$ cat src/rtl/core/fcd_pkg.sv
package fcd_pkg;

  localparam int MAX_WIDTH_DEF = 1024;
  localparam int MAX_HEIGHT    = 4096;
  localparam int CIRCLE_RADIUS = 3;
  localparam int WIN           = 2 * CIRCLE_RADIUS + 1;
  localparam int HIST          = WIN - 1;
  localparam int NPTS          = 16;
  localparam int MIN_COUNT     = 9;
  localparam int NGRP          = 4;
  localparam int GRP_SIZE      = NPTS / NGRP;

  localparam int PIX_W    = 8;
  localparam int THR_W    = 8;
  localparam int WIDTH_W  = 11;
  localparam int HEIGHT_W = 13;
  localparam int X_W      = 10;
  localparam int Y_W      = 12;
  localparam int ROW_W    = 12;
  localparam int SCORE_W  = 12;
  localparam int CNT_W    = 5;
  localparam int PART_W   = 10;

  localparam int APB_DW = 32;
  localparam int APB_AW = 4;

  localparam int OUT_QD  = 8;
  localparam int OUT_QAW = $clog2(OUT_QD);

  localparam logic [THR_W-1:0]    THRESHOLD_RST = THR_W'(20);
  localparam logic [WIDTH_W-1:0]  WIDTH_RST     = WIDTH_W'(640);
  localparam logic [HEIGHT_W-1:0] HEIGHT_RST    = HEIGHT_W'(480);

  localparam int CIRC_DX [NPTS] = '{0, 1, 2, 3, 3, 3, 2, 1, 0, -1, -2, -3, -3, -3, -2, -1};
  localparam int CIRC_DY [NPTS] = '{-3, -3, -2, -1, 0, 1, 2, 3, 3, 3, 2, 1, 0, -1, -2, -3};

  typedef enum logic [1:0] {
    REG_THRESHOLD = 2'd0,
    REG_WIDTH     = 2'd1,
    REG_HEIGHT    = 2'd2
  } reg_idx_t;

  typedef struct packed {
    logic [THR_W-1:0]    intensity_threshold;
    logic [WIDTH_W-1:0]  image_width;
    logic [HEIGHT_W-1:0] image_height;
  } fcd_cfg_t;

  typedef struct packed {
    logic           valid;
    logic           eligible;
    logic [X_W-1:0] corner_x;
    logic [Y_W-1:0] corner_y;
  } fcd_ctl_t;

  typedef struct packed {
    logic [X_W-1:0]     corner_x;
    logic [Y_W-1:0]     corner_y;
    logic [SCORE_W-1:0] corner_score;
  } fcd_corner_t;

  typedef struct packed {
    logic        valid;
    fcd_corner_t corner;
  } fcd_push_t;

endpackage

$ cat src/rtl/core/fcd_cfg_regs.sv
module fcd_cfg_regs import fcd_pkg::*; (
  input  logic              clk,
  input  logic              rst_n,
  input  logic              psel,
  input  logic              penable,
  input  logic              pwrite,
  input  logic [APB_AW-1:0] paddr,
  input  logic [APB_DW-1:0] pwdata,
  output logic [APB_DW-1:0] prdata,
  output logic              pready,
  output fcd_cfg_t          cfg
);

  fcd_cfg_t cfg_r;
  fcd_cfg_t cfg_nxt;
  reg_idx_t idx;
  logic     wr_en;

  assign pready = 1'b1;
  assign idx    = reg_idx_t'(paddr[3:2]);
  assign wr_en  = psel && penable && pwrite;
  assign cfg    = cfg_r;

  always_comb begin
    cfg_nxt = cfg_r;
    if (wr_en) begin
      case (idx)
        REG_THRESHOLD: cfg_nxt.intensity_threshold = pwdata[THR_W-1:0];
        REG_WIDTH:     cfg_nxt.image_width         = pwdata[WIDTH_W-1:0];
        REG_HEIGHT:    cfg_nxt.image_height        = pwdata[HEIGHT_W-1:0];
        default:       cfg_nxt = cfg_r;
      endcase
    end
  end

  always_comb begin
    case (idx)
      REG_THRESHOLD: prdata = APB_DW'(cfg_r.intensity_threshold);
      REG_WIDTH:     prdata = APB_DW'(cfg_r.image_width);
      REG_HEIGHT:    prdata = APB_DW'(cfg_r.image_height);
      default:       prdata = '0;
    endcase
  end

  always_ff @(posedge clk) begin
    if (!rst_n) begin
      cfg_r.intensity_threshold <= THRESHOLD_RST;
      cfg_r.image_width         <= WIDTH_RST;
      cfg_r.image_height        <= HEIGHT_RST;
    end else begin
      cfg_r <= cfg_nxt;
    end
  end

endmodule

$ cat config.mk
export PLATFORM = sky130hd
export DESIGN_NAME = fcd_cfg_regs
export DESIGN_NICKNAME = d
export VERILOG_FILES = /design/src/rtl/core/fcd_pkg.sv /design/src/rtl/core/fcd_cfg_regs.sv
export SDC_FILE = /design/constraint.sdc
export NUM_CORES = 1
export LEC_CHECK = 0
export ABC_AREA = 1
export BUFFER_PORTS_ARGS = -buffer_cell sky130_fd_sc_hd__clkbuf_2
export CORE_MARGIN = 1
export CORE_UTILIZATION = 30
export CTS_BUF_LIST = sky130_fd_sc_hd__clkbuf_2
export CTS_CLUSTER_DIAMETER = 30
export DETAILED_ROUTE_END_ITERATION = 16
export PLACE_DENSITY = 0.67
export SYNTH_ARGS = -nofsm -noshare
export SYNTH_HDL_FRONTEND = slang
export SYNTH_SLANG_ARGS = --single-unit
export TNS_END_PERCENT = 10
$ cat constraint.sdc
create_clock -name clk -period 2.67 [get_ports clk]
set_clock_uncertainty 0.1 [all_clocks]
set_input_delay 0.534 -clock clk [delete_from_list [all_inputs] [get_ports clk]]
set_output_delay 0.534 -clock clk [all_outputs]
set_load 0.03 [all_outputs]
==> results_dict.tcl <==
set metrics [dict create \
    outcome "finished clean" \
    ios 106 \
    viasPerCell 4.258 \
    ir_worst_vdd_mv 0.2660 \
    cts_setup_buffers 0 \
    met1_usage 0.1864 \
    synth-seq-cells 32 \
    core_area_sq_um 5238 \
    worstHoldPathType "primary input to flip-flop" \
    globalRouteMet3Util 0.03690 \
    drive_above_1_share 0.2699 \
    largest_reg_flops 32 \
    clk_latency_ns 0.36 \
    grt_util_all_layers 0.1540 \
    yosys_warnings 0 \
    ys_seq_area_frac 0.3807 \
    top_usage_layer "met2" \
    met2_usage 0.2652 \
    synth-compound-area-share 0 \
    worstPathCellList "clkbuf_2, inv_2, nor2_2, buf_4, nand2_1, nand3_1, clkbuf_2" \
    drc 0 \
    root_buffer "clkbuf_2" \
    rrSetupSlack_ns 1.94 \
    clock_path_buffers 2 \
    firstDrtPassIters 4 \
    antenna_found_initial 0 \
    max_cap_violations 0 \
    die_h_um 76.90 \
    grt_pass1_vias 1415 \
    clock.fmax_mhz 480.8 \
    critical_path_class "primary input to primary output" \
    clkSinkCount 32 \
    slowest_delay_ns 0.27 \
    final_common_cell "nand2_1" \
    power.total_mw 0.9284 \
    dieArea_sq_um 5913 \
    dp_hpwl_mm 3.052 \
    slew_violations 0 \
    cp_slowest_cell "buf_4" \
    grt_max_degree 33 \
    path_delay_family "buffers and inverters" \
    syn_area_sq_um 1683 \
    grt_overflow 0 \
    p_per_area_nw_per_um2 458.1 \
    p_leak_nw 1.082 \
    max_slew_margin 0.5586 \
    final_nets 366 \
    avgRoutedWirePerCell_um 10.96 \
    numCtsBuffers 5 \
    first_iter_violations 55 \
    worst_setup_path_start_kind "primary input" \
    setup_viol 0 \
    crit_path_frequent_cell "clkbuf_2" \
    end_kind "primary output" \
    io_buffers 64 \
    yosys.area_share.adder 0 \
    synth_xor_area_frac 0 \
    dr_total_vias 1686 \
    holdWs_ns 0.2727 \
    htreeDepth 2 \
    cts_tree "built" \
    hold_viol 0 \
    fin_crit_sh 0.7790 \
    cts.clk_slew.worst_paths_ns 0.19 \
    placedCellCount 388 \
    layout_setup_ws_ns 0.5901 \
    critical_path.max_fanout 21 \
    period_needed_ns 2.080 \
    rsz0062_at_grt "false" \
    stdcell_count 396 \
    route.final.wire_length_mm 4.342 \
    cts_hold_buffers 0 \
    ctsResizeCount 0 \
    start_util 0.3213 \
    synth_top_family_by_area "simple AND/OR/NAND/NOR gates" \
    fin_setup_tns_ns 0 \
    muxShareOfSynthArea 0 \
    synth_cell_types 16 \
    fp.dieW_um 76.90 \
    syn_avg_cell_area_sq_um 6.423 \
    gp_congestion 0.7399 \
    diodes 0 \
    final_antenna_net_count 0 \
    path_buf_inv 4 \
    syn_inst 262 \
    worst-slew-pin-transition_ns 0.6621 \
    synthSimpleGateAreaFrac 0.4468 \
    fp-row-count 26 \
    grt_pass1_wl_mm 7.024 \
    critPathArrivalTime_ns 1.45 \
    cp.required_ns 2.04 \
    dp_slack_ns 0.5867 \
    syn2layout_area_growth_pct 20.45 \
    most-common-layout-cells "nand2_1 (79), clkbuf_2 (69), nor2_1 (51)" \
]
-- through the flow --
step           utilization  instance area [sq um]
2_1_floorplan            -                   1750
3_3_place_gp        0.3796                   1988
3_5_place_dp        0.3796                   1988
4_1_cts             0.3870                   2027
5_1_grt             0.3870                   2027
6_report            0.3870                   2027
-- cell families (layout without fill, tap and decap cells) --
| kind of cell | count (synthesis) | count (layout) |
|---|---|---|
| DFF | 32 | 32 |
| and+or+nand+nor | 178 | 178 |
| buffers and inverters | 50 | 96 |
| other | 2 | 20 |
-- cell type report --
cell class | instances | area [sq um]
well taps | 70 | 87.58
inverters | 18 | 67.56
fillers | 604 | 3211
clock buffers | 5 | 25.02
flip-flops and latches | 32 | 640.6
repair buffers | 70 | 365.4
multi-input cells | 198 | 827.0
clock inverters | 3 | 13.76
-- layer usage --
layer / share of wire / vias up
met4: 0.0099 / 0
met1: 0.48 / 734
met2: 0.46 / 60
met3: 0.055 / 7
met5: 0 / -
li1: - / 885
-- synth_stat cells --
cell	instances	area, sq um
nand2_1	79	296.5
nor2_1	51	191.4
nand3_1	40	200.2
dfxtp_1	32	640.6
buf_4	21	157.7
inv_1	15	56.30
buf_2	7	35.03
nor2_2	4	25.02
inv_2	3	11.26
buf_1	2	7.510
conb_1	2	7.510
nor2_4	2	22.52
buf_6	1	11.26
clkbuf_1	1	3.750
nand2_2	1	6.260
nand3_2	1	10.01
-- power by group --
part	internal (mW)	total [mW]	switching, mW	leakage (nW)
Combinational	0.0483	0.196	0.148	0.792
Clock	0.0588	0.236	0.177	0.0302
Sequential	0.489	0.496	0.00772	0.259
-- worst register-to-register path: cells and delay by family, from the launching register on --
kind	cells	cell delay, ns
and+or+nand+nor	2	0.15
DFF	1	0.37
-- path summary, 6_finish.rpt --
kind                   from         to  cells past startpoint
hold / removal    pwdata[2]    cfg[26]                      3
setup / recovery   paddr[2]  prdata[7]                      7
setup reg to reg     cfg[5]     cfg[5]                      2
hold reg to reg      cfg[8]     cfg[8]                      2
(Power assumes the default switching activity.)
