File: src/rtl/core/fcd_pkg.sv
package fcd_pkg;

  localparam int MAX_WIDTH_DEF = 1024;
  localparam int MAX_HEIGHT    = 4096;
  localparam int CIRCLE_RADIUS = 3;
  localparam int WIN           = 2 * CIRCLE_RADIUS + 1;
  localparam int HIST          = WIN - 1;
  localparam int NPTS          = 16;
  localparam int MIN_COUNT     = 9;
  localparam int NGRP          = 4;
  localparam int GRP_SIZE      = NPTS / NGRP;

  localparam int PIX_W    = 8;
  localparam int THR_W    = 8;
  localparam int WIDTH_W  = 11;
  localparam int HEIGHT_W = 13;
  localparam int X_W      = 10;
  localparam int Y_W      = 12;
  localparam int ROW_W    = 12;
  localparam int SCORE_W  = 12;
  localparam int CNT_W    = 5;
  localparam int PART_W   = 10;

  localparam int APB_DW = 32;
  localparam int APB_AW = 4;

  localparam int OUT_QD  = 8;
  localparam int OUT_QAW = $clog2(OUT_QD);

  localparam logic [THR_W-1:0]    THRESHOLD_RST = THR_W'(20);
  localparam logic [WIDTH_W-1:0]  WIDTH_RST     = WIDTH_W'(640);
  localparam logic [HEIGHT_W-1:0] HEIGHT_RST    = HEIGHT_W'(480);

  localparam int CIRC_DX [NPTS] = '{0, 1, 2, 3, 3, 3, 2, 1, 0, -1, -2, -3, -3, -3, -2, -1};
  localparam int CIRC_DY [NPTS] = '{-3, -3, -2, -1, 0, 1, 2, 3, 3, 3, 2, 1, 0, -1, -2, -3};

  typedef enum logic [1:0] {
    REG_THRESHOLD = 2'd0,
    REG_WIDTH     = 2'd1,
    REG_HEIGHT    = 2'd2
  } reg_idx_t;

  typedef struct packed {
    logic [THR_W-1:0]    intensity_threshold;
    logic [WIDTH_W-1:0]  image_width;
    logic [HEIGHT_W-1:0] image_height;
  } fcd_cfg_t;

  typedef struct packed {
    logic           valid;
    logic           eligible;
    logic [X_W-1:0] corner_x;
    logic [Y_W-1:0] corner_y;
  } fcd_ctl_t;

  typedef struct packed {
    logic [X_W-1:0]     corner_x;
    logic [Y_W-1:0]     corner_y;
    logic [SCORE_W-1:0] corner_score;
  } fcd_corner_t;

  typedef struct packed {
    logic        valid;
    fcd_corner_t corner;
  } fcd_push_t;

endpackage

File: src/rtl/core/fcd_window.sv
module fcd_window import fcd_pkg::*; (
  input  logic                 clk,
  input  logic                 rst_n,
  input  fcd_ctl_t             s1_ctl,
  input  logic [WIN*PIX_W-1:0] colv,
  input  logic [THR_W-1:0]     threshold,
  output fcd_push_t            push,
  output logic [1:0]           inflight
);

  logic [PIX_W-1:0] win_r [WIN][WIN];

  logic           s2_v_r;
  logic [X_W-1:0] s2_x_r;
  logic [Y_W-1:0] s2_y_r;

  logic             s3_v_r;
  logic [X_W-1:0]   s3_x_r;
  logic [Y_W-1:0]   s3_y_r;
  logic [NPTS-1:0]  s3_bright_r;
  logic [NPTS-1:0]  s3_dark_r;
  logic [PIX_W-1:0] s3_diff_r [NPTS];

  logic              s4_v_r;
  logic [X_W-1:0]    s4_x_r;
  logic [Y_W-1:0]    s4_y_r;
  logic [CNT_W-1:0]  s4_nb_r, s4_nd_r;
  logic [PART_W-1:0] s4_part_r [NGRP];

  logic [NPTS-1:0]   bright, dark;
  logic [PIX_W-1:0]  diff [NPTS];
  logic [CNT_W-1:0]  nb, nd;
  logic [PART_W-1:0] part [NGRP];
  logic [SCORE_W-1:0] score;

  always_comb begin
    logic [PIX_W:0] v, p, t;
    v = {1'b0, win_r[CIRCLE_RADIUS][CIRCLE_RADIUS]};
    t = {1'b0, threshold};
    for (int k = 0; k < NPTS; k++) begin
      p = {1'b0, win_r[CIRCLE_RADIUS + CIRC_DY[k]][CIRCLE_RADIUS + CIRC_DX[k]]};
      bright[k] = (p >= v + t);
      dark[k]   = !bright[k] && (p + t <= v);
      if (bright[k]) begin
        diff[k] = PIX_W'(p - v);
      end else if (dark[k]) begin
        diff[k] = PIX_W'(v - p);
      end else begin
        diff[k] = '0;
      end
    end
  end

  always_comb begin
    nb = '0;
    nd = '0;
    for (int k = 0; k < NPTS; k++) begin
      nb = nb + CNT_W'(s3_bright_r[k]);
      nd = nd + CNT_W'(s3_dark_r[k]);
    end
    for (int g = 0; g < NGRP; g++) begin
      part[g] = PART_W'(s3_diff_r[g*GRP_SIZE]) + PART_W'(s3_diff_r[g*GRP_SIZE+1])
              + PART_W'(s3_diff_r[g*GRP_SIZE+2]) + PART_W'(s3_diff_r[g*GRP_SIZE+3]);
    end
  end

  assign score = (SCORE_W'(s4_part_r[0]) + SCORE_W'(s4_part_r[1]))
               + (SCORE_W'(s4_part_r[2]) + SCORE_W'(s4_part_r[3]));

  assign push.valid = s4_v_r && ((s4_nb_r >= CNT_W'(MIN_COUNT))
                              || (s4_nd_r >= CNT_W'(MIN_COUNT)));
  assign push.corner.corner_x     = s4_x_r;
  assign push.corner.corner_y     = s4_y_r;
  assign push.corner.corner_score = score;

  assign inflight = 2'(s2_v_r) + 2'(s3_v_r) + 2'(s4_v_r);

  always_ff @(posedge clk) begin
    if (!rst_n) begin
      for (int r = 0; r < WIN; r++) begin
        for (int c = 0; c < WIN; c++) begin
          win_r[r][c] <= '0;
        end
      end
      s2_v_r <= 1'b0;
      s3_v_r <= 1'b0;
      s4_v_r <= 1'b0;
    end else begin
      if (s1_ctl.valid) begin
        for (int r = 0; r < WIN; r++) begin
          for (int c = 0; c < WIN - 1; c++) begin
            win_r[r][c] <= win_r[r][c+1];
          end
          win_r[r][WIN-1] <= colv[r*PIX_W +: PIX_W];
        end
      end
      s2_v_r <= s1_ctl.valid && s1_ctl.eligible;
      s3_v_r <= s2_v_r;
      s4_v_r <= s3_v_r;
    end
  end

  always_ff @(posedge clk) begin
    s2_x_r      <= s1_ctl.corner_x;
    s2_y_r      <= s1_ctl.corner_y;
    s3_x_r      <= s2_x_r;
    s3_y_r      <= s2_y_r;
    s3_bright_r <= bright;
    s3_dark_r   <= dark;
    for (int k = 0; k < NPTS; k++) begin
      s3_diff_r[k] <= diff[k];
    end
    s4_x_r  <= s3_x_r;
    s4_y_r  <= s3_y_r;
    s4_nb_r <= nb;
    s4_nd_r <= nd;
    for (int g = 0; g < NGRP; g++) begin
      s4_part_r[g] <= part[g];
    end
  end

endmodule

File: config.mk
export PLATFORM = sky130hd
export DESIGN_NAME = fcd_window
export DESIGN_NICKNAME = d
export VERILOG_FILES = /design/src/rtl/core/fcd_pkg.sv /design/src/rtl/core/fcd_window.sv
export SDC_FILE = /design/constraint.sdc
export NUM_CORES = 2
export LEC_CHECK = 0
export BUFFER_PORTS_ARGS = -buffer_cell sky130_fd_sc_hd__buf_2
export CAP_MARGIN = 20
export CORE_MARGIN = 2
export CORE_UTILIZATION = 58
export CTS_CLUSTER_DIAMETER = 80
export DETAILED_ROUTE_END_ITERATION = 7
export GPL_TIMING_DRIVEN = 0
export PLACE_DENSITY = 0.85
export REMOVE_ABC_BUFFERS = 1
export SYNTH_ARGS = -nofsm -noshare
export SYNTH_HDL_FRONTEND = slang
export SYNTH_SLANG_ARGS = --single-unit
export TNS_END_PERCENT = 10
File: constraint.sdc
create_clock -name clk -period 11 [get_ports clk]
set_clock_uncertainty 0.05 [all_clocks]
set_input_delay 1.1 -clock clk [delete_from_list [all_inputs] [get_ports clk]]
set_output_delay 1.1 -clock clk [all_outputs]
set_load 0.02 [all_outputs]
==> flow_metrics.tcl <==
set metrics [dict create \
    max_slew_margin_pct 24.48 \
    synth.top_cell.area_share_pct 23.25 \
    setup_viol 0 \
    power.density_nw_per_um2 228.3 \
    port_buffers 126 \
    rows 101 \
    multiInputGateArea_sq_um 26450 \
    timing.final.hold_violations 0 \
    cts_max_path_buffers 3 \
    netlist_area_sq_um 44420 \
    synth.top_cells.by_area "edfxtp_1 (23%), ha_1 (19%), dfxtp_1 (13%)" \
    hold_depth 0 \
    grt_util_all_layers_pct 31.11 \
    avgSynthCellArea_sq_um 10.09 \
    ctsHoldBuffers 0 \
    hold_start "s2_y_r[9]" \
    cp.required_ns 11.39 \
    rsz0062_at_grt "no" \
    finalWirelength_microns 123400 \
    clk_pin_slew_ns 0.06 \
    maxCapViolations 0 \
    root_buffer "clkbuf_16" \
    end_kind "register" \
    min_to "s3_y_r[9]" \
    ctsResizeCount 0 \
    fp.dieH_microns 280.8 \
    start_kind "input pin" \
    yosysWarnings 0 \
    post_drt_wl_per_cell_microns 22.32 \
    dp_cells 5407 \
    critPathMaxStageDelay_ns 0.75 \
    ys_seq_elements 623 \
    first_global_vias 33600 \
    ioPinCount 127 \
    r2r_cells 17 \
    seq_area_sq_um 15920 \
    slew_violations 0 \
    final_cell_mix "ha_1 (657), inv_1 (395), and3_1 (375)" \
    worstPathMaxFanout 18 \
    layout.nets 5401 \
    grt_first_pass_wirelength_microns 188200 \
    hpwl_microns 85960 \
    yosysSeqAreaShare_pct 35.83 \
    cpMostUsedCell "inv_2" \
    cts_tree "done" \
    ant_nets 0 \
    syn2layout_area_growth_pct 10.28 \
    clock-sinks 623 \
    drc 0 \
    fmax_mhz 157.7 \
    status "complete, no violations" \
    arrival_ns 6.74 \
    power.leakage_nw 23.45 \
    final.min_clock_period_ns 6.343 \
    grt_overflow_total 0 \
    synth_edf_count 344 \
    cp_slowest_cell "buf_2" \
    async_flop_share_pct 0 \
    grt_max_degree 212 \
    fillerInstances 5659 \
    antennaDiodeCount 0 \
    crit_type "in2reg" \
    core-area_sq_um 75820 \
    reg2reg_to "s3_dark_r[11]" \
    dr.pass1.iters 8 \
    avgViaCountPerCell 6.316 \
    drt_iter0_markers 4083 \
    grt_antenna_before_repair 4 \
    drive_gt1_share_pct 7.931 \
    ir_worst_vdd_mv 0.3976 \
    r2r_start "win_r[0][192]" \
    cts_made_buffers 66 \
    path_buf_inv 5 \
    place_congestion 0.9397 \
    p_total_mw 11.19 \
    layout_commonest_cell "ha_1" \
    clkLatencyLatePin_ns 0.63 \
    final_cells 5530 \
    cp_top_family "compound AO/OA/AOI/OAI gates" \
    htreeDepth 3 \
    post_cts_buffers 0 \
    hold_slack_ns 0.2727 \
    dieArea_sq_um 78820 \
    synthCells 4402 \
    vias 34930 \
    crit_chain "buf_2 -> inv_2 -> buf_12 -> fa_2 -> nor2b_1 -> o31a_1 -> a21o_1 -> buf_16 -> ha_1 -> a21oi_1 -> o21ai_0 -> a211o_1 -> o31ai_1 -> a311o_2 -> inv_2 -> nor3_1" \
    worst_pin_slew_ns 1.133 \
    die-width_microns 280.8 \
    reg2reg_setup_slack_ns 5.06 \
    start_util_pct 58.59 \
    synth_cell_types 80 \
    ys.flop_type "edfxtp_1" \
    fin_crit_sh_pct 57.67 \
    synth_top_cell_by_area "edfxtp_1" \
    min_path_type "reg2reg" \
]
layer usage:
| metal | share of wire (%) | up-vias | global-route usage (%) |
|---|---|---|---|
| met5 | 0.011 | - | 0 |
| li1 | - | 16230 | - |
| met4 | 6.1 | 2 | 17.25 |
| met3 | 9.8 | 405 | 5.296 |
| met1 | 40 | 16590 | 40.97 |
| met2 | 44 | 1703 | 48.84 |
synth_stat cells (9+ instances only):
master	instances
or4_1	14
a211o_1	48
o22ai_1	20
mux2i_1	16
nand2b_1	47
xor2_1	33
fa_1	154
o21ai_0	168
a21o_1	131
o2111ai_1	21
dfxtp_1	279
o211ai_1	56
and2_1	41
or3b_2	9
nor3_1	84
o31ai_1	15
a21oi_1	274
ha_1	657
and4_1	11
nor2_1	169
nand4_1	38
or2_2	18
or3_1	39
inv_1	404
nand3_1	72
nand3b_1	13
nor2b_1	81
nor4_1	17
edfxtp_1	344
a21boi_0	14
o21ai_1	13
o221ai_1	25
o21a_1	51
buf_2	20
o21bai_1	65
a221oi_1	24
nand2_1	175
xnor2_1	99
clkbuf_1	115
and3_1	375
o31a_1	17
a211oi_1	24
o211a_1	9
final cells by class:
cell class | count | area share, %
multi-input cells | 3228 | 53.99
repair buffers | 174 | 3.369
well taps | 978 | 2.498
clock buffers | 85 | 3.767
flip-flops and latches | 623 | 32.49
inverters | 407 | 3.118
clock inverters | 35 | 0.7738
how the worst max path moves through the flow:
stage	start	endpoint	slack [ns]	depth (start not counted)
after global routing	threshold[1]	s3_dark_r[11]	4.62	16
after CTS	threshold[1]	s3_dark_r[11]	4.86	16
after global placement	rst_n	win_r[0][26]	-10.30	2
after floorplan	s1_ctl[23]	win_r[0][0]	0.87	1
after detailed placement	threshold[1]	s3_dark_r[11]	4.24	16
final	threshold[1]	s3_dark_r[11]	4.66	16
state kept, by name (all words and copies together), names as in the netlist, 5 cells and up:
| register | flops |
|---|---|
| s4_part_r | 40 |
| s4_nb_r | 5 |
| s2_y_r | 12 |
| s4_y_r | 12 |
| s3_y_r | 12 |
| s4_x_r | 10 |
| s3_bright_r | 16 |
| s3_diff_r | 128 |
| s3_x_r | 10 |
| s2_x_r | 10 |
| win_r | 344 |
| s3_dark_r | 16 |
| s4_nd_r | 5 |
cell families (layout without fill, tap and decap cells):
logic type,after synthesis,after routing,share of synthesized area [%]
adders and majority gates,811,811,25.44
buffers and inverters,551,701,4.805
DFF,623,623,35.83
muxes,20,20,0.4619
and+or+nand+nor,1213,1213,14.92
xor gates and xnor gates,132,132,2.602
AOI/OAI and AO/OA,1052,1052,15.94
stage by stage:
| step | worst slack (ns) | setup TNS (ns) | utilization (%) | area (sq um) |
|---|---|---|---|---|
| 6_report | 4.657 | 0 | 64.61 | 48990 |
| 5_1_grt | 4.620 | 0 | 64.61 | 48990 |
| 4_1_cts | 4.859 | 0 | 64.59 | 48980 |
| 3_5_place_dp | 4.236 | 0 | 61.66 | 46750 |
| 3_3_place_gp | -10.30 | -3533.09 | 60.23 | 45670 |
| 2_1_floorplan | 0.8654 | 0 | - | 43820 |
report_power, final:
part / switching [mW] / internal, mW / total, mW / leakage, nW
logic: 3.44 / 2.26 / 5.70 / 16.2
registers: 0.300 / 2.90 / 3.20 / 6.12
clock network: 0.957 / 1.34 / 2.30 / 1.09
(Power assumes the default switching activity.)
