File: src/rtl/core/fcd_pkg.sv
package fcd_pkg;

  localparam int MAX_WIDTH_DEF = 1024;
  localparam int MAX_HEIGHT    = 4096;
  localparam int CIRCLE_RADIUS = 3;
  localparam int WIN           = 2 * CIRCLE_RADIUS + 1;
  localparam int HIST          = WIN - 1;
  localparam int NPTS          = 16;
  localparam int MIN_COUNT     = 9;
  localparam int NGRP          = 4;
  localparam int GRP_SIZE      = NPTS / NGRP;

  localparam int PIX_W    = 8;
  localparam int THR_W    = 8;
  localparam int WIDTH_W  = 11;
  localparam int HEIGHT_W = 13;
  localparam int X_W      = 10;
  localparam int Y_W      = 12;
  localparam int ROW_W    = 12;
  localparam int SCORE_W  = 12;
  localparam int CNT_W    = 5;
  localparam int PART_W   = 10;

  localparam int APB_DW = 32;
  localparam int APB_AW = 4;

  localparam int OUT_QD  = 8;
  localparam int OUT_QAW = $clog2(OUT_QD);

  localparam logic [THR_W-1:0]    THRESHOLD_RST = THR_W'(20);
  localparam logic [WIDTH_W-1:0]  WIDTH_RST     = WIDTH_W'(640);
  localparam logic [HEIGHT_W-1:0] HEIGHT_RST    = HEIGHT_W'(480);

  localparam int CIRC_DX [NPTS] = '{0, 1, 2, 3, 3, 3, 2, 1, 0, -1, -2, -3, -3, -3, -2, -1};
  localparam int CIRC_DY [NPTS] = '{-3, -3, -2, -1, 0, 1, 2, 3, 3, 3, 2, 1, 0, -1, -2, -3};

  typedef enum logic [1:0] {
    REG_THRESHOLD = 2'd0,
    REG_WIDTH     = 2'd1,
    REG_HEIGHT    = 2'd2
  } reg_idx_t;

  typedef struct packed {
    logic [THR_W-1:0]    intensity_threshold;
    logic [WIDTH_W-1:0]  image_width;
    logic [HEIGHT_W-1:0] image_height;
  } fcd_cfg_t;

  typedef struct packed {
    logic           valid;
    logic           eligible;
    logic [X_W-1:0] corner_x;
    logic [Y_W-1:0] corner_y;
  } fcd_ctl_t;

  typedef struct packed {
    logic [X_W-1:0]     corner_x;
    logic [Y_W-1:0]     corner_y;
    logic [SCORE_W-1:0] corner_score;
  } fcd_corner_t;

  typedef struct packed {
    logic        valid;
    fcd_corner_t corner;
  } fcd_push_t;

endpackage

File: src/rtl/core/fcd_out_queue.sv
module fcd_out_queue import fcd_pkg::*; (
  input  logic             clk,
  input  logic             rst_n,
  input  fcd_push_t        push,
  input  logic             out_ready,
  output logic             out_valid,
  output fcd_corner_t      out_data,
  output logic [OUT_QAW:0] count
);

  fcd_corner_t        q_r [OUT_QD];
  logic [OUT_QAW-1:0] head_r, tail_r;
  logic [OUT_QAW:0]   count_r, count_nxt;
  logic               pop;

  assign out_valid = (count_r != '0);
  assign out_data  = q_r[head_r];
  assign pop       = out_valid && out_ready;
  assign count     = count_r;

  always_comb begin
    count_nxt = count_r;
    if (push.valid && !pop) begin
      count_nxt = count_r + (OUT_QAW+1)'(1);
    end else if (!push.valid && pop) begin
      count_nxt = count_r - (OUT_QAW+1)'(1);
    end
  end

  always_ff @(posedge clk) begin
    if (!rst_n) begin
      head_r  <= '0;
      tail_r  <= '0;
      count_r <= '0;
    end else begin
      count_r <= count_nxt;
      if (push.valid) begin
        tail_r <= tail_r + OUT_QAW'(1);
      end
      if (pop) begin
        head_r <= head_r + OUT_QAW'(1);
      end
    end
  end

  always_ff @(posedge clk) begin
    if (push.valid) begin
      q_r[tail_r] <= push.corner;
    end
  end

`ifndef SYNTHESIS
  a_no_overflow: assert property (@(posedge clk) disable iff (!rst_n)
    push.valid && !pop |-> count_r != (OUT_QAW+1)'(OUT_QD))
    else $error("result queue overflow");

  a_count_bound: assert property (@(posedge clk) disable iff (!rst_n)
    count_r <= (OUT_QAW+1)'(OUT_QD))
    else $error("result queue count out of range");
`endif

endmodule

File: config.mk
export PLATFORM = sky130hd
export DESIGN_NAME = fcd_out_queue
export DESIGN_NICKNAME = d
export VERILOG_FILES = /design/src/rtl/core/fcd_pkg.sv /design/src/rtl/core/fcd_out_queue.sv
export SDC_FILE = /design/constraint.sdc
export NUM_CORES = 1
export LEC_CHECK = 0
export BUFFER_PORTS_ARGS = -buffer_cell sky130_fd_sc_hd__buf_2
export CAP_MARGIN = 30
export CORE_ASPECT_RATIO = 1.5
export CORE_UTILIZATION = 54
export DETAILED_ROUTE_END_ITERATION = 10
export GPL_ROUTABILITY_DRIVEN = 0
export PLACE_DENSITY_LB_ADDON = 0.12
export SLEW_MARGIN = 20
export SYNTH_ARGS = -nofsm -noshare
export SYNTH_HDL_FRONTEND = slang
export SYNTH_SLANG_ARGS = --single-unit
File: constraint.sdc
create_clock -name clk -period 3.3 [get_ports clk]
set_clock_uncertainty 0.2 [all_clocks]
set_input_delay 0 -clock clk [delete_from_list [all_inputs] [get_ports clk]]
set_output_delay 0 -clock clk [all_outputs]
set_load 0.02 [all_outputs]
==> flow_metrics.env, run 1 <==
export IMPL_grt_setup_unrepaired="no"
export IMPL_synth_yosys_seq_area_share_pct=76.8
export IMPL_worst_setup_path_class="reg2out"
export IMPL_crit_slowest_cell="sky130_fd_sc_hd__dfxtp_4"
export IMPL_critPathTopFamily="multiplexers"
export IMPL_post_place_cells=792
export IMPL_total_of_fill_cells_in_the_finished_design=1382
export IMPL_antenna_found_initial=0
export IMPL_cts_clk_slew_worst_paths_ns=0.06
export IMPL_synth_largest_area_cell="sky130_fd_sc_hd__edfxtp_1"
export IMPL_drt_first_iter_violations=438
export IMPL_start_kind="register"
export IMPL_worst_ir_drop_vdd_uv=506
export IMPL_leakage_nw=4.24
export IMPL_synth_top_flop_cell="sky130_fd_sc_hd__edfxtp_1"
export IMPL_global_route_wire_length_before_repair_um=30600
export IMPL_timing_critical_path_buf_inv=2
export IMPL_synth_top_cells_by_area="sky130_fd_sc_hd__edfxtp_1, sky130_fd_sc_hd__mux4_2, sky130_fd_sc_hd__mux2_4, sky130_fd_sc_hd__mux4_1, sky130_fd_sc_hd__dfxtp_1"
export IMPL_antenna_left=0
export IMPL_route_detailed_drc=0
export IMPL_worst_ep_arrival_time_ns=2.59
export IMPL_die_y_um=177
export IMPL_cp_end_kind="output pin"
export IMPL_syn_nets=507
export IMPL_post_cts_resized_instances=0
export IMPL_synthDominantCellAreaShare_pct=74.4
export IMPL_post_layout_nonfiller_instances=875
export IMPL_powerDensity_nw_per_um2=687
export IMPL_synth_async_reset_ratio_pct=0
export IMPL_grt_max_degree=42
export IMPL_cts_tree="done"
export IMPL_hold_class="in2reg"
export IMPL_finalMaxSlewViolations=0
export IMPL_hold_worst_slack_ns=0.0871
export IMPL_layout_nets=641
export IMPL_outcome="finished clean"
export IMPL_diodes=0
export IMPL_max_slew_margin_pct=51.8
export IMPL_total_power_mw=8.88
export IMPL_cts_buffers_inserted=25
export IMPL_ys_warnings=0
export IMPL_wire_per_inst_um=22.4
export IMPL_ctsLongestPathBuffers=3
export IMPL_num_rows=63
export IMPL_cts_max_level=1
export IMPL_max_stage_delay_ns=0.73
export IMPL_average_instance_area_after_synthesis_um2=23.7
export IMPL_final_setup_tns_ns=0
export IMPL_cts_sinks=285
export IMPL_worst_path_maximum_fanout=28
export IMPL_floorplan_initialDensity_pct=55.2
export IMPL_post_dp_hpwl_um=10900
export IMPL_placement_io_buffers=76
export IMPL_postSynthCellCount=463
export IMPL_max_freq_mhz=359
export IMPL_grt_usage_pct=19.6
export IMPL_die_w_um=118
export IMPL_worst_slew_pin_slew_ns=0.723
export IMPL_insertion_delay_ns=0.51
export IMPL_synth_ff_latch_count=285
export IMPL_syn_to_final_growth_pct=17.7
export IMPL_ys_types=29
export IMPL_path_cells="buf_12, mux4_1, mux2_2, buf_2"
export IMPL_clock_tree_root_buffer_cell="sky130_fd_sc_hd__clkbuf_16"
export IMPL_maxCapViolCount=0
export IMPL_drt_total_wl_um=19600
export IMPL_timing_critical_path_required_ns=3.10
export IMPL_synth_edff_count=272
export IMPL_drt_pass1_iter_count=5
export IMPL_grt_ovfl_total=0
export IMPL_period_minus_slack_ns=2.79
export IMPL_number_of_setup_violations_in_the_final_report=0
export IMPL_coreArea_um2=19900
export IMPL_final_period_utilization_pct=84.5
export IMPL_synthesis_area_um2=11000
export IMPL_die_area_um2=20900
export IMPL_first_global_vias=5380
export IMPL_via_per_inst=5.71
export IMPL_dr_total_vias=4996
export IMPL_io_pins=77
export IMPL_share_of_post_route_cells_with_drive_strength_above_1_pct=37.1
export IMPL_finalHoldViolCount=0
==> per-stage QoR <==
step	setup slack, ns	utilization, %	area, µm²
3_3_place_gp	0.737	59.4	11800
2_1_floorplan	0.596	-	11000
5_1_grt	0.355	65.0	12900
4_1_cts	0.440	65.0	12900
3_5_place_dp	0.627	59.4	11800
6_report	0.513	65.0	12900
==> final cells by class <==
type                    count  area (µm²)  area share [%]
clock buffers              34         689            5.34
clock inverters            11        56.3           0.436
inverters                   1        3.75          0.0291
multi-input cells         155        2460            19.0
flip-flops and latches    285        8440            65.3
well taps                 260         325            2.52
repair buffers            129         948            7.34
==> cell usage in the layout, fill, tap and decap left out, types with 2 or more instances in the layout <==
cell type	synthesis	routed
sky130_fd_sc_hd__dfxtp_4	0	2
sky130_fd_sc_hd__nor3_4	0	2
sky130_fd_sc_hd__nor2_4	0	6
sky130_fd_sc_hd__mux2i_1	3	3
sky130_fd_sc_hd__clkbuf_1	10	6
sky130_fd_sc_hd__nand2b_1	5	5
sky130_fd_sc_hd__and2_1	6	6
sky130_fd_sc_hd__nand3_1	3	3
sky130_fd_sc_hd__mux4_1	11	11
sky130_fd_sc_hd__mux2_2	14	14
sky130_fd_sc_hd__dlygate4sd3_1	0	38
sky130_fd_sc_hd__clkbuf_8	0	3
sky130_fd_sc_hd__buf_2	8	76
sky130_fd_sc_hd__nand2_1	7	7
sky130_fd_sc_hd__edfxtp_1	272	272
sky130_fd_sc_hd__dfxtp_1	13	10
sky130_fd_sc_hd__xnor2_1	5	5
sky130_fd_sc_hd__mux2_4	20	20
sky130_fd_sc_hd__clkinv_1	0	4
sky130_fd_sc_hd__clkbuf_16	0	25
sky130_fd_sc_hd__clkinv_2	0	5
sky130_fd_sc_hd__mux4_2	57	57
sky130_fd_sc_hd__ha_1	5	5
sky130_fd_sc_hd__buf_12	3	6
sky130_fd_sc_hd__nor2b_1	2	2
sky130_fd_sc_hd__buf_4	0	9
==> synthesized netlist by cell type, drive strengths merged, types with 3 or more instances <==
cell      n
and2      6
clkbuf   10
mux2     34
nor2      7
ha        5
nand2b    5
dfxtp    13
mux4     68
xnor2     5
nand3     3
edfxtp  272
nand2     7
buf      12
mux2i     3
==> cells by family (layout without fill, tap and decap cells) <==
| family | Yosys count | count (layout) | synth area share (%) |
|---|---|---|---|
| DFF | 285 | 285 | 76.8 |
| muxes | 105 | 105 | 18.8 |
| and+or+nand+nor | 33 | 33 | 1.52 |
| buffers and inverters | 23 | 175 | 1.39 |
| adders and majority gates | 6 | 6 | 0.753 |
| AOI/OAI and AO/OA | 6 | 6 | 0.354 |
| xor gates and xnor gates | 5 | 5 | 0.399 |
==> per-layer routing <==
| layer | GRT usage (%) | wire [µm] | part of all wire, % |
|---|---|---|---|
| met1 | 24.5 | 7950 | 41 |
| met2 | 36.2 | 10700 | 54 |
| met3 | 2.68 | 695 | 3.5 |
| met4 | 5.01 | 299 | 1.5 |
| met5 | 0 | 0 | 0 |
==> sequential cells by signal (all words and copies together) (netlist names), named ones only <==
register  cells
tail_r        3
q_r         272
head_r        3
count         4
==> path summary, 6_finish.rpt <==
check / cells past startpoint / start / slack [ns] / endpoint
max reg2reg: 9 / count[1] / 0.59 / count[3]
min reg2reg: 2 / tail_r[0] / 0.32 / tail_r[0]
min: 2 / push[3] / 0.09 / q_r[5][3]
max: 4 / register / 0.51 / out_data[8]
==> repair_timing <==
action                                 4_1_cts  5_1_grt
endpoints found under the hold margin      285        0
buffers inserted                             0        0
hold buffers                                38        0
==> report_power, final <==
group | internal, mW | switching, mW
Clock | 1.46 | 1.20
Combinational | 1.07 | 0.873
Sequential | 4.08 | 0.201
Total | 6.61 | 2.27
(Power assumes the default switching activity.)
==> inputs of run 2 (changes only) <==
--- a/config.mk
+++ b/config.mk
@@ -5,10 +5,11 @@
 export SDC_FILE = /design/constraint.sdc
 export NUM_CORES = 1
 export LEC_CHECK = 0
+export ABC_AREA = 1
 export BUFFER_PORTS_ARGS = -buffer_cell sky130_fd_sc_hd__buf_2
 export CAP_MARGIN = 30
 export CORE_ASPECT_RATIO = 1.5
-export CORE_UTILIZATION = 54
+export CORE_UTILIZATION = 55
 export DETAILED_ROUTE_END_ITERATION = 10
 export GPL_ROUTABILITY_DRIVEN = 0
 export PLACE_DENSITY_LB_ADDON = 0.12
==> constraint.sdc (replaced) <==
create_clock -name clk -period 2.9 [get_ports clk]
set_clock_uncertainty 0.2 [all_clocks]
set_input_delay 0 -clock clk [delete_from_list [all_inputs] [get_ports clk]]
set_output_delay 0 -clock clk [all_outputs]
set_load 0.02 [all_outputs]
==> flow_metrics.env, run 2 <==
export IMPL_die_area_um2=21400
export IMPL_synth_top_flop_cell="sky130_fd_sc_hd__edfxtp_1"
export IMPL_synth_common_cells="sky130_fd_sc_hd__nor2_1, sky130_fd_sc_hd__edfxtp_1, sky130_fd_sc_hd__nand2_1, sky130_fd_sc_hd__o21ai_0, sky130_fd_sc_hd__o21ai_1"
export IMPL_finalHoldViolCount=0
export IMPL_cts_max_level=1
export IMPL_number_of_setup_violations_in_the_final_report=0
export IMPL_global_route_wire_length_before_repair_um=37000
export IMPL_floorplan_initialDensity_pct=56.0
export IMPL_synth_edff_count=272
export IMPL_syn_to_final_growth_pct=16.6
export IMPL_timing_rr_end="count[3]"
export IMPL_syn_nets=1036
export IMPL_final_common_cell="sky130_fd_sc_hd__nor2_1"
export IMPL_max_slew_margin_pct=42.4
export IMPL_setup_ws_ns=0.288
export IMPL_synth_largest_area_cell="sky130_fd_sc_hd__edfxtp_1"
export IMPL_max_freq_mhz=383
export IMPL_synthesis_area_um2=11400
export IMPL_worst_setup_path_class="reg2out"
export IMPL_route_detailed_drc=0
export IMPL_wire_per_inst_um=17.2
export IMPL_grt_max_degree=85
export IMPL_post_cts_resized_instances=0
export IMPL_grt_usage_pct=22.7
export IMPL_path_cells="clkinv_2, buf_4, o21ai_0, nand2_1, nand2_1, nand2_1, buf_2"
export IMPL_cts_tree="done"
export IMPL_post_synth_top_count_cell="sky130_fd_sc_hd__nor2_1"
export IMPL_outcome="finished clean"
export IMPL_timing_reg2reg_worst_path_depth=11
export IMPL_max_stage_delay_ns=0.62
export IMPL_synth_async_reset_ratio_pct=0
export IMPL_hold_class="in2reg"
export IMPL_cp_common_cell="sky130_fd_sc_hd__nand2_1"
export IMPL_drt_first_iter_violations=461
export IMPL_regToRegSetupSlack_ns=0.54
export IMPL_die_w_um=120
export IMPL_synthDominantCellAreaShare_pct=71.4
export IMPL_drt_pass1_iter_count=6
export IMPL_maxCapViolCount=0
export IMPL_antenna_left=0
export IMPL_timing_critical_path_required_ns=2.70
export IMPL_postSynthCellCount=992
export IMPL_worst_ep_arrival_time_ns=2.41
export IMPL_startpoint_of_the_lowest_slack_register_to_register_path="count[0]"
export IMPL_cts_clk_slew_worst_paths_ns=0.06
export IMPL_ctsLongestPathBuffers=3
export IMPL_synth_ff_latch_count=285
export IMPL_coreArea_um2=20400
export IMPL_die_y_um=179
export IMPL_antenna_found_initial=0
export IMPL_worst_slew_pin_slew_ns=0.859
export IMPL_worst_ir_drop_vdd_uv=626
export IMPL_total_of_fill_cells_in_the_finished_design=1559
export IMPL_diodes=0
export IMPL_finalMaxSlewViolations=0
export IMPL_ys_warnings=0
export IMPL_start_kind="register"
export IMPL_period_minus_slack_ns=2.61
export IMPL_final_period_utilization_pct=90.1
export IMPL_grt_setup_unrepaired="no"
export IMPL_via_per_inst=5.29
export IMPL_worst_path_maximum_fanout=84
export IMPL_num_rows=64
export IMPL_synth_yosys_seq_area_share_pct=73.6
export IMPL_grt_ovfl_total=0
export IMPL_average_instance_area_after_synthesis_um2=11.5
export IMPL_final_setup_tns_ns=0
export IMPL_clock_tree_root_buffer_cell="sky130_fd_sc_hd__clkbuf_16"
export IMPL_cp_end_kind="output pin"
export IMPL_leakage_nw=4.98
export IMPL_first_global_vias=7120
export IMPL_placement_io_buffers=76
export IMPL_pre_cts_slack_ns=0.584
export IMPL_crit_slowest_cell="sky130_fd_sc_hd__buf_4"
export IMPL_number_of_flip_flops_in_the_largest_register=272
export IMPL_cts_buffers_inserted=26
export IMPL_largest_register="q_r"
export IMPL_insertion_delay_ns=0.51
export IMPL_leading_cell_types_in_the_layout_fill_and_taps_excluded="sky130_fd_sc_hd__nor2_1, sky130_fd_sc_hd__edfxtp_1, sky130_fd_sc_hd__nand2_1"
export IMPL_share_of_post_route_cells_with_drive_strength_above_1_pct=13.0
export IMPL_cts_sinks=285
export IMPL_dr_total_vias=7330
export IMPL_powerDensity_nw_per_um2=778
export IMPL_hold_worst_slack_ns=0.0785
export IMPL_ys_types=21
export IMPL_layout_nets=1148
export IMPL_post_dp_hpwl_um=12600
export IMPL_cp_endpoint="out_data[3]"
export IMPL_synth_top_cells_by_area="sky130_fd_sc_hd__edfxtp_1, sky130_fd_sc_hd__nor2_1, sky130_fd_sc_hd__nand2_1, sky130_fd_sc_hd__o21ai_0, sky130_fd_sc_hd__dfxtp_1"
export IMPL_io_pins=77
export IMPL_drt_total_wl_um=23900
-- run 2: cell types whose count changed in the layout (fill, tap and decap cells not counted), sizes merged, moves of 6 or more --
cell    change
clkinv      +6
o21ai     +140
inv        +11
mux4       -68
a21oi       +7
and2        -6
nand2     +182
mux2       -34
nor2      +281
-- run 2: metal layers --
layer | global-route usage (%) | up-vias | share of wire, %
met5 | 0 | - | 0
met4 | 6.72 | 0 | 2.0
met2 | 41.4 | 190 | 53
met3 | 2.80 | 44 | 4.9
li1 | - | 3600 | -
met1 | 28.3 | 3496 | 41
-- run 2: how the worst min path moves through the flow --
stage / startpoint / endpoint / cells past startpoint / slack [ns]
after global placement: push[5] / q_r[1][5] / 1 / 0.06
after floorplan: push[0] / q_r[0][0] / 0 / -0.10
after detailed placement: push[21] / q_r[1][21] / 1 / 0.07
after CTS: push[7] / q_r[5][7] / 2 / 0.06
final: push[8] / q_r[7][8] / 2 / 0.08
after global routing: push[7] / q_r[0][7] / 2 / 0.09
-- run 2: stage by stage --
| step | utilization, % | area, µm² | power [mW] | cells |
|---|---|---|---|---|
| after floorplan | - | 11400 | 6.61 | 992 |
| after global placement | 59.6 | 12200 | 7.26 | 1301 |
| after detailed placement | 59.6 | 12200 | 7.30 | 1301 |
| after CTS | 65.3 | 13300 | 10.5 | 1386 |
| after global routing | 65.3 | 13300 | 10.9 | 1386 |
| final | 65.3 | 13300 | 10.4 | 1386 |
-- run 2: what timing repair did --
action	CTS	global route
hold buffers	39	0
hold endpoints to repair	285	0
buffers inserted	0	0
-- run 2: report_power, final --
| part | total (mW) | leakage, nW | internal, mW | switching [mW] |
|---|---|---|---|---|
| Clock | 3.15 | 0.387 | 1.77 | 1.38 |
| Sequential | 4.74 | 2.58 | 4.64 | 0.0998 |
| Combinational | 2.49 | 2.01 | 0.794 | 1.70 |
-- run 2: final cells by class --
cell class	count	area (µm²)	share of cell area, %
Clock buffer	30	687	5.15
Clock inverter	16	101	0.760
Inverter	14	53.8	0.403
Multi-Input combinational cell	642	2740	20.5
Sequential cell	285	8430	63.2
Tap cell	264	330	2.48
Timing Repair Buffer	135	996	7.47
-- run 2: kinds of logic after synthesis --
| family | share of synthesized area, % |
|---|---|
| adder cells (fa/ha/maj) | 0.722 |
| AND/OR/NAND/NOR | 16.0 |
| buffers and inverters | 2.95 |
| XOR/XNOR | 0.153 |
| flip-flops | 73.6 |
| AO/OA/AOI/OAI | 6.52 |
-- run 2: critical path, delay by kind of cell, from the launching register on --
kind / cells / cell delay [ns]
buffers and inverters: 3 / 0.87
AND/OR/NAND/NOR: 3 / 0.28
flip-flops: 1 / 0.45
AO/OA/AOI/OAI: 1 / 0.25
